<file path="src/rtl/olad_pkg.sv">
// Package for the ordered list unit: widths, command and status codes,
// state encoding and the per-cell control struct.
// No dependencies.
package olad_pkg;

  localparam int unsigned DefDepth    = 16;
  localparam int unsigned DataW       = 32;
  localparam int unsigned EntryCountW = 5;

  typedef enum logic [1:0] {
    CmdAppend = 2'd0,
    CmdDelete = 2'd1,
    CmdDump   = 2'd2
  } cmd_e;

  typedef enum logic [2:0] {
    StatAppended = 3'd0,
    StatDeleted  = 3'd1,
    StatNotFound = 3'd2,
    StatFull     = 3'd3,
    StatEmpty    = 3'd4
  } status_e;

  typedef enum logic [1:0] {
    ST_IDLE,
    ST_DEL,
    ST_DUMP,
    ST_RESP
  } state_e;

  // Per-cell control: shift takes the neighbor's entry, load takes the write data.
  typedef struct packed {
    logic shift;
    logic load;
  } cell_ctl_t;

endpackage

</file>
<file path="src/rtl/olad_req_if.sv">
// Request channel of the ordered list unit: command and value.
// Depends on olad_pkg.
interface olad_req_if import olad_pkg::*; ();
  logic                     valid;
  logic                     ready;
  logic [1:0]               cmd;
  logic signed [DataW-1:0]  value;

  modport source (output valid, output cmd, output value, input ready);
  modport sink   (input valid, input cmd, input value, output ready);
endinterface

</file>
<file path="src/rtl/olad_rsp_if.sv">
// Result channel of the ordered list unit: status, element, count and last flag.
// Depends on olad_pkg.
interface olad_rsp_if import olad_pkg::*; ();
  logic                     valid;
  logic                     ready;
  logic [2:0]               status;
  logic signed [DataW-1:0]  element;
  logic [EntryCountW-1:0]   entry_count;
  logic                     last;

  modport source (output valid, output status, output element, output entry_count,
                  output last, input ready);
  modport sink   (input valid, input status, input element, input entry_count,
                  input last, output ready);
endinterface

</file>
<file path="src/rtl/olad_cell.sv">
// One list cell: holds a single entry and can take its right neighbor's entry
// or the broadcast write data. Depends on olad_pkg.
module olad_cell import olad_pkg::*; (
  input  logic             clk_i,
  input  cell_ctl_t        ctl_i,
  input  logic [DataW-1:0] nxt_i,
  input  logic [DataW-1:0] wr_data_i,
  output logic [DataW-1:0] data_o
);

  logic [DataW-1:0] data_q, data_d;

  always_comb begin
    data_d = data_q;
    if (ctl_i.load) begin
      data_d = wr_data_i;
    end else if (ctl_i.shift) begin
      data_d = nxt_i;
    end
  end

  always_ff @(posedge clk_i) begin
    data_q <= data_d;
  end

  assign data_o = data_q;

endmodule

</file>
<file path="src/rtl/ordered_list_append_delete_unit.sv">
// Ordered list unit: a chain of cells, head at cell 0, with an output register.
// Append, a full drop, and delete or dump on an empty list finish in ST_IDLE;
// the result goes to the output register, or waits in ST_RESP while it is busy.
// Cmd 3 is accepted but gives no result. Delete rotates the chain once; dump
// rotates it too, one entry per cycle while the sink takes them. Reset empties the list.
module ordered_list_append_delete_unit import olad_pkg::*; #(
  parameter int unsigned DEPTH = DefDepth
) (
  input  logic          clk_i,
  input  logic          rst_ni,
  olad_req_if.sink      req_i,
  olad_rsp_if.source    rsp_o
);

  localparam int unsigned IW = $clog2(DEPTH);
  localparam int unsigned CW = $clog2(DEPTH + 1);

  logic [DataW-1:0] cell_data [DEPTH];
  cell_ctl_t        cell_ctl  [DEPTH];

  state_e           st_q, st_d;
  logic [CW-1:0]    cnt_q, cnt_d;
  logic [IW-1:0]    step_q, step_d;
  logic [IW-1:0]    wrap_q, wrap_d;
  logic             found_q, found_d;
  logic [DataW-1:0] val_q, val_d;
  status_e          pend_q, pend_d;

  logic                   rsp_vld_q, rsp_vld_d;
  logic [2:0]             rsp_status_q;
  logic [DataW-1:0]       rsp_elem_q;
  logic [EntryCountW-1:0] rsp_cnt_q;
  logic                   rsp_last_q;

  logic             accept, can_emit, drop, at_last;
  logic [IW-1:0]    last_idx;
  logic [DataW-1:0] head;

  logic             shift_en, wr_en;
  logic [IW-1:0]    wr_pos;
  logic [DataW-1:0] wr_data;

  logic             res_vld, res_last;
  status_e          res_status;
  logic [DataW-1:0] res_elem;

  // The cell chain.
  for (genvar g = 0; g < DEPTH; g++) begin : g_cell
    logic [DataW-1:0] nxt;
    if (g == DEPTH - 1) begin : g_tail
      assign nxt = '0;
    end else begin : g_body
      assign nxt = cell_data[g+1];
    end
    assign cell_ctl[g].shift = shift_en;
    assign cell_ctl[g].load  = wr_en && (wr_pos == IW'(g));
    olad_cell u_cell (
      .clk_i     (clk_i),
      .ctl_i     (cell_ctl[g]),
      .nxt_i     (nxt),
      .wr_data_i (wr_data),
      .data_o    (cell_data[g])
    );
  end

  assign head      = cell_data[0];
  assign accept    = req_i.valid && req_i.ready;
  assign can_emit  = !rsp_vld_q || rsp_o.ready;
  assign last_idx  = IW'(cnt_q - CW'(1));
  assign at_last   = (step_q == last_idx);
  assign req_i.ready = (st_q == ST_IDLE);

  always_comb begin
    st_d       = st_q;
    cnt_d      = cnt_q;
    step_d     = step_q;
    wrap_d     = wrap_q;
    found_d    = found_q;
    val_d      = val_q;
    pend_d     = pend_q;
    shift_en   = 1'b0;
    wr_en      = 1'b0;
    wr_pos     = wrap_q;
    wr_data    = head;
    drop       = 1'b0;
    res_vld    = 1'b0;
    res_status = StatAppended;
    res_elem   = '0;
    res_last   = 1'b1;

    unique case (st_q)
      ST_IDLE: begin
        if (accept) begin
          unique case (cmd_e'(req_i.cmd))
            CmdAppend: begin
              res_vld = 1'b1;
              if (cnt_q < CW'(DEPTH)) begin
                wr_en      = 1'b1;
                wr_pos     = cnt_q[IW-1:0];
                wr_data    = req_i.value;
                cnt_d      = cnt_q + CW'(1);
                res_status = StatAppended;
              end else begin
                res_status = StatFull;
              end
            end
            CmdDelete: begin
              if (cnt_q == '0) begin
                res_vld    = 1'b1;
                res_status = StatNotFound;
              end else begin
                st_d    = ST_DEL;
                step_d  = '0;
                wrap_d  = last_idx;
                found_d = 1'b0;
                val_d   = req_i.value;
              end
            end
            CmdDump: begin
              if (cnt_q == '0) begin
                res_vld    = 1'b1;
                res_status = StatEmpty;
              end else begin
                st_d   = ST_DUMP;
                step_d = '0;
                wrap_d = last_idx;
              end
            end
            default: ;
          endcase
        end
      end
      ST_DEL: begin
        // The head leaves the chain each cycle; it goes back in at the tail
        // unless it is the first entry equal to the value.
        shift_en = 1'b1;
        drop     = !found_q && (head == val_q);
        wr_en    = !drop;
        step_d   = step_q + IW'(1);
        if (drop) begin
          found_d = 1'b1;
          wrap_d  = wrap_q - IW'(1);
        end
        if (at_last) begin
          res_vld    = 1'b1;
          res_status = (found_q || drop) ? StatDeleted : StatNotFound;
          pend_d     = res_status;
          if (found_q || drop) begin
            cnt_d = cnt_q - CW'(1);
          end
          st_d = can_emit ? ST_IDLE : ST_RESP;
        end
      end
      ST_DUMP: begin
        if (can_emit) begin
          shift_en   = 1'b1;
          wr_en      = 1'b1;
          res_vld    = 1'b1;
          res_status = StatAppended;
          res_elem   = head;
          res_last   = at_last;
          step_d     = step_q + IW'(1);
          if (at_last) begin
            st_d = ST_IDLE;
          end
        end
      end
      ST_RESP: begin
        if (can_emit) begin
          res_vld    = 1'b1;
          res_status = pend_q;
          st_d       = ST_IDLE;
        end
      end
      default: st_d = ST_IDLE;
    endcase

    // A single-result request that finds the output register busy waits here.
    if (st_q == ST_IDLE && res_vld && !can_emit) begin
      pend_d = res_status;
      st_d   = ST_RESP;
    end
  end

  always_comb begin
    rsp_vld_d = rsp_vld_q && !rsp_o.ready;
    if (res_vld && can_emit) begin
      rsp_vld_d = 1'b1;
    end
  end

  always_ff @(posedge clk_i or negedge rst_ni) begin
    if (!rst_ni) begin
      st_q      <= ST_IDLE;
      cnt_q     <= '0;
      step_q    <= '0;
      wrap_q    <= '0;
      found_q   <= 1'b0;
      pend_q    <= StatAppended;
      rsp_vld_q <= 1'b0;
    end else begin
      st_q      <= st_d;
      cnt_q     <= cnt_d;
      step_q    <= step_d;
      wrap_q    <= wrap_d;
      found_q   <= found_d;
      pend_q    <= pend_d;
      rsp_vld_q <= rsp_vld_d;
    end
  end

  always_ff @(posedge clk_i) begin
    val_q <= val_d;
    if (res_vld && can_emit) begin
      rsp_status_q <= res_status;
      rsp_elem_q   <= res_elem;
      rsp_cnt_q    <= EntryCountW'(cnt_d);
      rsp_last_q   <= res_last;
    end
  end

  assign rsp_o.valid       = rsp_vld_q;
  assign rsp_o.status      = rsp_status_q;
  assign rsp_o.element     = rsp_elem_q;
  assign rsp_o.entry_count = rsp_cnt_q;
  assign rsp_o.last        = rsp_last_q;

  a_cnt_bound: assert property (@(posedge clk_i) disable iff (!rst_ni)
    cnt_q <= CW'(DEPTH))
    else $error("entry count exceeds depth");

  a_step_bound: assert property (@(posedge clk_i) disable iff (!rst_ni)
    (st_q == ST_DEL || st_q == ST_DUMP) |-> step_q <= last_idx)
    else $error("rotation step beyond last entry");

  a_dump_keeps_cnt: assert property (@(posedge clk_i) disable iff (!rst_ni)
    (st_q == ST_DUMP) |=> cnt_q == $past(cnt_q))
    else $error("dump changed the entry count");

  a_dump_ends: assert property (@(posedge clk_i) disable iff (!rst_ni)
    (st_q == ST_DUMP && can_emit && at_last) |=> st_q == ST_IDLE)
    else $error("dump did not finish after the last entry");

  a_resp_busy: assert property (@(posedge clk_i) disable iff (!rst_ni)
    (st_q == ST_RESP) |-> rsp_vld_q)
    else $error("pending result held while output register is free");

endmodule
</file>
<file path="src/flat_wrapper.sv">
// flat-port wrapper written by rule: the top's interface ports become plain ports
module ordered_list_append_delete_unit_flat import olad_pkg::*;
#(
  parameter int unsigned DEPTH = DefDepth
)
  (clk_i, rst_ni, req_i_valid, req_i_cmd, req_i_value, req_i_ready, rsp_o_valid, rsp_o_status, rsp_o_element, rsp_o_entry_count, rsp_o_last, rsp_o_ready);
  olad_req_if req_i_i ();
  olad_rsp_if rsp_o_i ();
  input  logic clk_i;
  input  logic rst_ni;
  input wire logic [$bits(req_i_i.valid)-1:0] req_i_valid;
  input wire logic [$bits(req_i_i.cmd)-1:0] req_i_cmd;
  input wire logic [$bits(req_i_i.value)-1:0] req_i_value;
  output wire logic [$bits(req_i_i.ready)-1:0] req_i_ready;
  output wire logic [$bits(rsp_o_i.valid)-1:0] rsp_o_valid;
  output wire logic [$bits(rsp_o_i.status)-1:0] rsp_o_status;
  output wire logic [$bits(rsp_o_i.element)-1:0] rsp_o_element;
  output wire logic [$bits(rsp_o_i.entry_count)-1:0] rsp_o_entry_count;
  output wire logic [$bits(rsp_o_i.last)-1:0] rsp_o_last;
  input wire logic [$bits(rsp_o_i.ready)-1:0] rsp_o_ready;
  assign req_i_i.valid = req_i_valid;
  assign req_i_i.cmd = req_i_cmd;
  assign req_i_i.value = req_i_value;
  assign req_i_ready = req_i_i.ready;
  assign rsp_o_valid = rsp_o_i.valid;
  assign rsp_o_status = rsp_o_i.status;
  assign rsp_o_element = rsp_o_i.element;
  assign rsp_o_entry_count = rsp_o_i.entry_count;
  assign rsp_o_last = rsp_o_i.last;
  assign rsp_o_i.ready = rsp_o_ready;
  ordered_list_append_delete_unit #(.DEPTH(DEPTH)) u_core (.clk_i(clk_i), .rst_ni(rst_ni), .req_i(req_i_i), .rsp_o(rsp_o_i));
endmodule
</file>
<file path="config.mk">
export PLATFORM = sky130hd
export DESIGN_NAME = ordered_list_append_delete_unit_flat
export DESIGN_NICKNAME = d
export VERILOG_FILES = /design/src/rtl/olad_pkg.sv /design/src/rtl/olad_req_if.sv /design/src/rtl/olad_rsp_if.sv /design/src/rtl/olad_cell.sv /design/src/rtl/ordered_list_append_delete_unit.sv /design/src/flat_wrapper.sv
export SDC_FILE = /design/constraint.sdc
export NUM_CORES = 1
export LEC_CHECK = 0
export BUFFER_PORTS_ARGS = -buffer_cell sky130_fd_sc_hd__buf_4
export CAP_MARGIN = 25
export CORE_MARGIN = 3
export CORE_UTILIZATION = 45
export CTS_CLUSTER_DIAMETER = 50
export CTS_CLUSTER_SIZE = 20
export DETAILED_ROUTE_END_ITERATION = 12
export PLACE_DENSITY_LB_ADDON = 0.05
export SYNTH_ARGS = -nofsm -noshare
export SYNTH_HDL_FRONTEND = slang
export SYNTH_SLANG_ARGS = --single-unit
</file>
<file path="constraint.sdc">
create_clock -name clk_i -period 3.2 [get_ports clk_i]
set_clock_uncertainty 0.05 [all_clocks]
set_input_delay 0.48 -clock clk_i [delete_from_list [all_inputs] [get_ports clk_i]]
set_output_delay 0.48 -clock clk_i [all_outputs]
set_load 0.05 [all_outputs]
</file>
==> flow_metrics.env, run 1 <==
export IMPL_status="finished, final reports clean"
export IMPL_multiInputGateArea_sq_mm=0.00757
export IMPL_rsz0062_at_grt="no"
export IMPL_clkLatencyLatePin_ns=0.59
export IMPL_synth_common_cells="edfxtp_1 (585), a2bb2oi_1 (352), mux2_2 (123)"
export IMPL_comb_power_share=0.318
export IMPL_synth_top_area_share=0.672
export IMPL_fp_dieH_um=247
export IMPL_ys_seq_area_frac=0.691
export IMPL_yosysTopAreaCell="edfxtp_1"
export IMPL_synth_xor_area_frac=0.0133
export IMPL_drt_total_wl_mm=55.2
export IMPL_wire_per_inst_um=20.8
export IMPL_cpMostUsedCell="buf_4"
export IMPL_period_share=0.942
export IMPL_ys_seq_elements=605
export IMPL_drc_errors=0
export IMPL_placed_area_sq_mm=0.0282
export IMPL_hold_viol_final=0
export IMPL_synth_adder_area_share=0.00766
export IMPL_drtIter0Drc=938
export IMPL_netlist_area_sq_mm=0.0262
export IMPL_antenna_found_initial=0
export IMPL_worstPathBufferInverterCount=4
export IMPL_path_cells="inv_1, ha_2, and3_1, and2b_1, buf_4, a31oi_1, buf_4, nor2_2, and2_1, nand2b_2, buf_12"
export IMPL_areaGrowthSynthToFinish_pct=17.2
export IMPL_fin_crit_ns=3.01
export IMPL_grt_use_total=0.184
export IMPL_fp_dieW_um=247
export IMPL_drive_above_1_share=0.226
export IMPL_worstMarginPinSlew_ns=0.705
export IMPL_port_buffers=80
export IMPL_fin_tns_setup_ns=0
export IMPL_cts_root_buf="clkbuf_16"
export IMPL_swShare=0.322
export IMPL_dp_hpwl_mm=37.2
export IMPL_crit_family="simple AND/OR/NAND/NOR gates"
export IMPL_setup_viol=0
export IMPL_slowest_stage="dfrtp_1"
export IMPL_maxCapViolCount=0
export IMPL_cts_buffers=69
export IMPL_cts_sinks=605
export IMPL_synth_top_family_by_area="compound AO/OA/AOI/OAI gates"
export IMPL_async_reset_ff_frac=0.0331
export IMPL_seq_area_sq_mm=0.0181
export IMPL_p_per_area_mw_per_mm2=1120
export IMPL_cts_tree="done"
export IMPL_grt_pass1_vias=14700
export IMPL_syn_num_nets=1792
export IMPL_clockPowerShare=0.235
export IMPL_fillers=4625
export IMPL_final_core_util=0.538
export IMPL_crit_fanout=32
export IMPL_hp_class="input pin to flop"
export IMPL_drtPass1Iterations=5
export IMPL_end_kind="flop"
export IMPL_synth_compound_area_frac=0.137
export IMPL_p_int_w=0.0232
export IMPL_power_leakage_nw=11.0
export IMPL_synth_ff_type="edfxtp_1"
export IMPL_vias=14900
export IMPL_relSlewSlack=0.530
export IMPL_fin_ws_ns=0.185
export IMPL_slew_viol_final=0
export IMPL_final_area_sq_mm=0.0306
export IMPL_switchingPower_w=0.0110
export IMPL_synth_avg_cell_area_sq_um=15.0
export IMPL_clkTransAtPathRegs_ns=0.06
export IMPL_initial_core_util=0.459
export IMPL_seq_power_share=0.447
export IMPL_postRouteAntennaNets=0
export IMPL_peakVddDrop_uv=506
export IMPL_grt_max_degree=65
export IMPL_core_area_sq_mm=0.0569
export IMPL_grt_pass1_wl_mm=87.4
export IMPL_synth_most_common_cell="edfxtp_1"
export IMPL_r2r_slack_ns=0.19
export IMPL_dpl_worst_slack_ns=0.0282
export IMPL_yosysWarnings=0
export IMPL_worst_ep_required_time_ns=3.43
export IMPL_cp_start_kind="flop"
export IMPL_h_tree_depth=3
export IMPL_clockBufferDepth=3
export IMPL_arrival_ns=3.24
export IMPL_gp_congestion=0.838
export IMPL_die_area_sq_mm=0.0610
export IMPL_grt_overflow_total=0
export IMPL_criticalPathCategory="flop to flop"
export IMPL_synthSimpleGateAreaFrac=0.0678
export IMPL_syn_inst=1738
export IMPL_muxShareOfSynthArea=0.0590
export IMPL_max_freq_ghz=0.332
export IMPL_max_stage_delay_ns=0.43
export IMPL_synth_edf_count=585
export IMPL_std_cell_rows=87
export IMPL_io_pins=81
export IMPL_power_total_w=0.0342
export IMPL_netlist_top_cells_area="edfxtp_1 (67%), a2bb2oi_1 (12%), mux2_2 (5.3%)"
export IMPL_via_per_inst=5.62
export IMPL_yosysUniqueCellTypes=54
export IMPL_final_nets=1895
[cells by family after synthesis]
family	after synthesis
multiplexers	138
buffers and inverters	147
XOR/XNOR	38
flip-flops	605
AND/OR/NAND/NOR	372
adder cells (fa/ha/maj)	16
AO/OA/AOI/OAI	422
[state kept, by name, indices dropped and copies added, names as in the netlist]
name                         count
u_core.pend_q                    3
u_core.rsp_o.entry_count         5
u_core.g_cell.u_cell.data_o    512
u_core.cnt_q                     5
u_core.found_q                   1
u_core.rsp_o.last                1
u_core.rsp_o.element            32
u_core.rsp_o.valid               1
u_core.rsp_o.status              3
u_core.st_q                      2
u_core.val_q                    32
u_core.step_q                    4
u_core.wrap_q                    4
[final timing paths]
kind / start / to / cells past startpoint
setup / recovery: u_core.st_q[0] / u_core.g_cell[13].u_cell.data_o[1] / 11
hold / removal: req_i_value[21] / u_core.val_q[21] / 1
setup reg to reg: u_core.st_q[0] / u_core.g_cell[13].u_cell.data_o[1] / 11
hold reg to reg: u_core.g_cell[3].u_cell.data_o[5] / u_core.g_cell[2].u_cell.data_o[5] / 1
max in group asynchronous: rst_ni / u_core.pend_q[0] / 2
min in group asynchronous: rst_ni / u_core.step_q[3] / 2
[cell usage in the layout (no fill, tap or decap), types with 6 or more instances in the layout]
cell type / synthesis / final
inv_8: 0 / 8
xnor2_1: 34 / 34
o21ai_0: 18 / 18
dfrtp_1: 20 / 20
and3_1: 68 / 68
dlygate4sd3_1: 0 / 7
buf_12: 0 / 31
bufinv_16: 0 / 6
mux2i_1: 9 / 9
nand2b_2: 0 / 6
a21oi_1: 12 / 10
a21o_1: 7 / 7
inv_1: 13 / 13
mux2_2: 123 / 123
clkinv_4: 0 / 6
nor2_1: 110 / 107
inv_6: 0 / 8
clkbuf_1: 76 / 6
and2_1: 11 / 10
nand2_1: 122 / 117
ha_1: 16 / 15
nand4_1: 13 / 13
clkinvlp_4: 0 / 8
a2bb2oi_1: 352 / 352
mux2_1: 6 / 6
nor3_1: 8 / 8
edfxtp_1: 585 / 585
clkbuf_16: 0 / 71
buf_4: 12 / 127
[routing by layer]
layer	track usage	vias to the layer above	share of wire
li1	-	7121	-
met1	0.265	7318	0.47
met2	0.286	374	0.45
met3	0.0343	93	0.049
met4	0.0521	0	0.022
met5	0	-	0
[timing repair]
item	CTS	global route
setup buffers	0	0
resized for setup	0	6
hold buffers	6	1
endpoints found under the hold margin	25	1
endpoints found under the setup margin	0	756
[worst reg2reg max path, delay by kind of cell (launching register included)]
family,cells,cell delay [ns]
flip-flops,1,0.43
buffers and inverters,4,0.71
adder cells (fa/ha/maj),1,0.29
AO/OA/AOI/OAI,1,0.14
AND/OR/NAND/NOR,5,1.02
[power by group through the flow]
stage | clock, W | sequential, W | combinational (W)
after global placement | 0 | 0.0154 | 0.0108
after floorplan | 0 | 0.0157 | 0.00675
after CTS | 0.00827 | 0.0153 | 0.0110
after detailed placement | 0 | 0.0154 | 0.0109
after global routing | 0.00858 | 0.0156 | 0.0119
final | 0.00805 | 0.0153 | 0.0109
[final cells by class]
cell class                 count  share of cell area
antenna                        1           0.0000817
clock inverter                48              0.0177
tap                          756              0.0309
timing repair buffer         165              0.0537
inverter                      14             0.00172
sequential                   605               0.590
clock buffer                  78              0.0592
multi-input combinational    986               0.247
[per-stage QoR]
step           hold slack, ns  cells
6_report               0.0409   2653
5_1_grt              0.000992   2652
4_1_cts             0.0000363   2651
3_5_place_dp            0.346   2519
3_3_place_gp            0.339   2519
2_1_floorplan           0.134   1738
No activity file was read; power rests on OpenSTA's default activity.
==> inputs of run 2 (changes only) <==
--- a/config.mk
+++ b/config.mk
@@ -13,6 +13,7 @@
 export CTS_CLUSTER_SIZE = 20
 export DETAILED_ROUTE_END_ITERATION = 12
 export PLACE_DENSITY_LB_ADDON = 0.05
+export REMOVE_ABC_BUFFERS = 1
 export SYNTH_ARGS = -nofsm -noshare
 export SYNTH_HDL_FRONTEND = slang
 export SYNTH_SLANG_ARGS = --single-unit
==> run 2 against run 1 <==
Net effect:
- fmax grew 1.5%
- register-to-register slack improved by 0.04 ns
- core utilization barely moved
- sequential cell count is the same
- critical path type unchanged
- highest routed layer unchanged
==> flow_metrics.env, run 2 (synthesis results as in run 1) <==
export IMPL_max_freq_ghz=0.337
export IMPL_met2_usage=0.297
export IMPL_drtPass1Iterations=5
export IMPL_fp_dieH_um=247
export IMPL_status="finished, final reports clean"
export IMPL_placed_area_sq_mm=0.0282
export IMPL_areaGrowthSynthToFinish_pct=17.1
export IMPL_clkLatencyLatePin_ns=0.63
export IMPL_drc_errors=0
export IMPL_via_per_inst=5.60
export IMPL_layout_commonest_cell="edfxtp_1"
export IMPL_met3_usage=0.0293
export IMPL_gp_congestion=0.827
export IMPL_grt_use_total=0.186
export IMPL_end_kind="flop"
export IMPL_port_buffers=80
export IMPL_dp_hpwl_mm=36.8
export IMPL_die_area_sq_mm=0.0610
export IMPL_worst_ep_required_time_ns=3.51
export IMPL_grt_max_degree=97
export IMPL_core_area_sq_mm=0.0569
export IMPL_relSlewSlack=0.480
export IMPL_met1_usage=0.267
export IMPL_clkTransAtPathRegs_ns=0.07
export IMPL_largest_reg_flops=512
export IMPL_io_pins=81
export IMPL_worstMarginPinSlew_ns=0.773
export IMPL_grt_busiest_layer="met2"
export IMPL_grt_pass1_vias=15100
export IMPL_drt_total_wl_mm=55.6
export IMPL_criticalPathCategory="flop to flop"
export IMPL_hp_class="input pin to asynchronous set/reset pin"
export IMPL_crit_fanout=12
export IMPL_final_area_sq_mm=0.0306
export IMPL_grt_pass1_wl_mm=89.2
export IMPL_layout_common_cells="edfxtp_1 (585), a2bb2oi_1 (352), buf_4 (132), mux2_2 (123), nand2_1 (122)"
export IMPL_cp_start_kind="flop"
export IMPL_hold_viol_final=0
export IMPL_drive_above_1_share=0.211
export IMPL_rsz0062_at_grt="no"
export IMPL_cts_buffers=58
export IMPL_fillers=4635
export IMPL_power_leakage_nw=11.0
export IMPL_postRouteAntennaNets=0
export IMPL_peakVddDrop_uv=645
export IMPL_multiInputGateArea_sq_mm=0.00750
export IMPL_std_cell_rows=87
export IMPL_vias=15000
export IMPL_slew_viol_final=0
export IMPL_final_nets=1918
export IMPL_maxCapViolCount=0
export IMPL_setup_viol=0
export IMPL_fp_dieW_um=247
export IMPL_h_tree_depth=2
export IMPL_p_per_area_mw_per_mm2=1100
export IMPL_fin_crit_ns=2.97
export IMPL_arrival_ns=3.28
export IMPL_dp_cells=2523
export IMPL_seq_area_sq_mm=0.0181
export IMPL_period_share=0.929
export IMPL_cts_root_buf="clkbuf_16"
export IMPL_antenna_found_initial=0
export IMPL_clockBufferDepth=3
export IMPL_cts_tree="done"
export IMPL_initial_core_util=0.459
export IMPL_grt_overflow_total=0
export IMPL_final_cells=2671
export IMPL_wire_per_inst_um=20.8
export IMPL_drtIter0Drc=826
export IMPL_cts_sinks=605
-- run 2: cell types whose count changed in the layout (fill, tap and decap cells not counted), sizes merged --
cell         previous run  this run
buf                   158       166
bufinv                  6         9
clkbuf                 78        59
clkinv                 18        22
clkinvlp                8         7
dlygate4sd3             7        33
inv                    30        27
-- run 2: area by class of cell --
type                    instances  area share
inverters                      14     0.00172
clock inverters                51      0.0198
repair buffers                199      0.0654
flip-flops and latches        605       0.590
well taps                     756      0.0309
clock buffers                  59      0.0475
diodes                          1   0.0000817
multi-input cells             986       0.245
-- run 2: final timing paths --
kind / slack (ns) / startpoint / depth (start not counted) / to
setup / recovery: 0.23 / u_core.st_q[0] / 10 / u_core.g_cell[0].u_cell.data_o[0]
min in group clk_i: 0.25 / rsp_o_ready / 4 / u_core.pend_q[2]
setup reg to reg: 0.23 / u_core.st_q[0] / 10 / u_core.g_cell[0].u_cell.data_o[0]
hold / removal: 0.24 / rst_ni / 2 / u_core.st_q[1]
hold reg to reg: 0.48 / u_core.g_cell[1].u_cell.data_o[5] / 1 / u_core.g_cell[0].u_cell.data_o[5]
max in group asynchronous: 2.63 / rst_ni / 2 / u_core.wrap_q[0]
-- run 2: what timing repair did --
item / in CTS / in global routing
hold endpoints to repair: 52 / 0
resized for setup: 0 / 2
endpoints found under the setup margin: 0 / 249
hold buffers: 33 / 0
buffers inserted: 0 / 4
-- run 2: per-layer routing --
| layer | part of all wire | up-vias |
|---|---|---|
| met4 | 0.021 | 0 |
| met1 | 0.48 | 7452 |
| li1 | - | 7156 |
| met5 | 0 | - |
| met3 | 0.041 | 77 |
| met2 | 0.46 | 270 |
-- run 2: worst max-delay path: stages (launching register included) --
cell and delay, ns:
dfrtp_1 0.46, inv_1 0.12, ha_1 0.26, and3_1 0.21, and2b_1 0.24, nor2_1 0.13, buf_4 0.18, a41oi_4 0.22
nand2_1 0.24, buf_4 0.24, mux2_2 0.36
-- run 2: report_power, final --
part           switching (W)  internal [W]  total, W
logic                0.00653       0.00440    0.0109
registers            0.00108        0.0142    0.0153
clock network        0.00320       0.00414   0.00735
-- run 2: through the flow --
step           hold slack (ns)  TNS (ns)  total power (W)   util  worst slack, ns
6_report                 0.238         0           0.0336  0.538            0.229
5_1_grt                  0.227         0           0.0355  0.538           0.0186
4_1_cts                  0.203         0           0.0339  0.537            0.152
3_5_place_dp             0.336         0           0.0264  0.495           0.0629
3_3_place_gp             0.338         0           0.0261  0.495           0.0783
2_1_floorplan            0.134  -3766.13           0.0223      -            -4.69
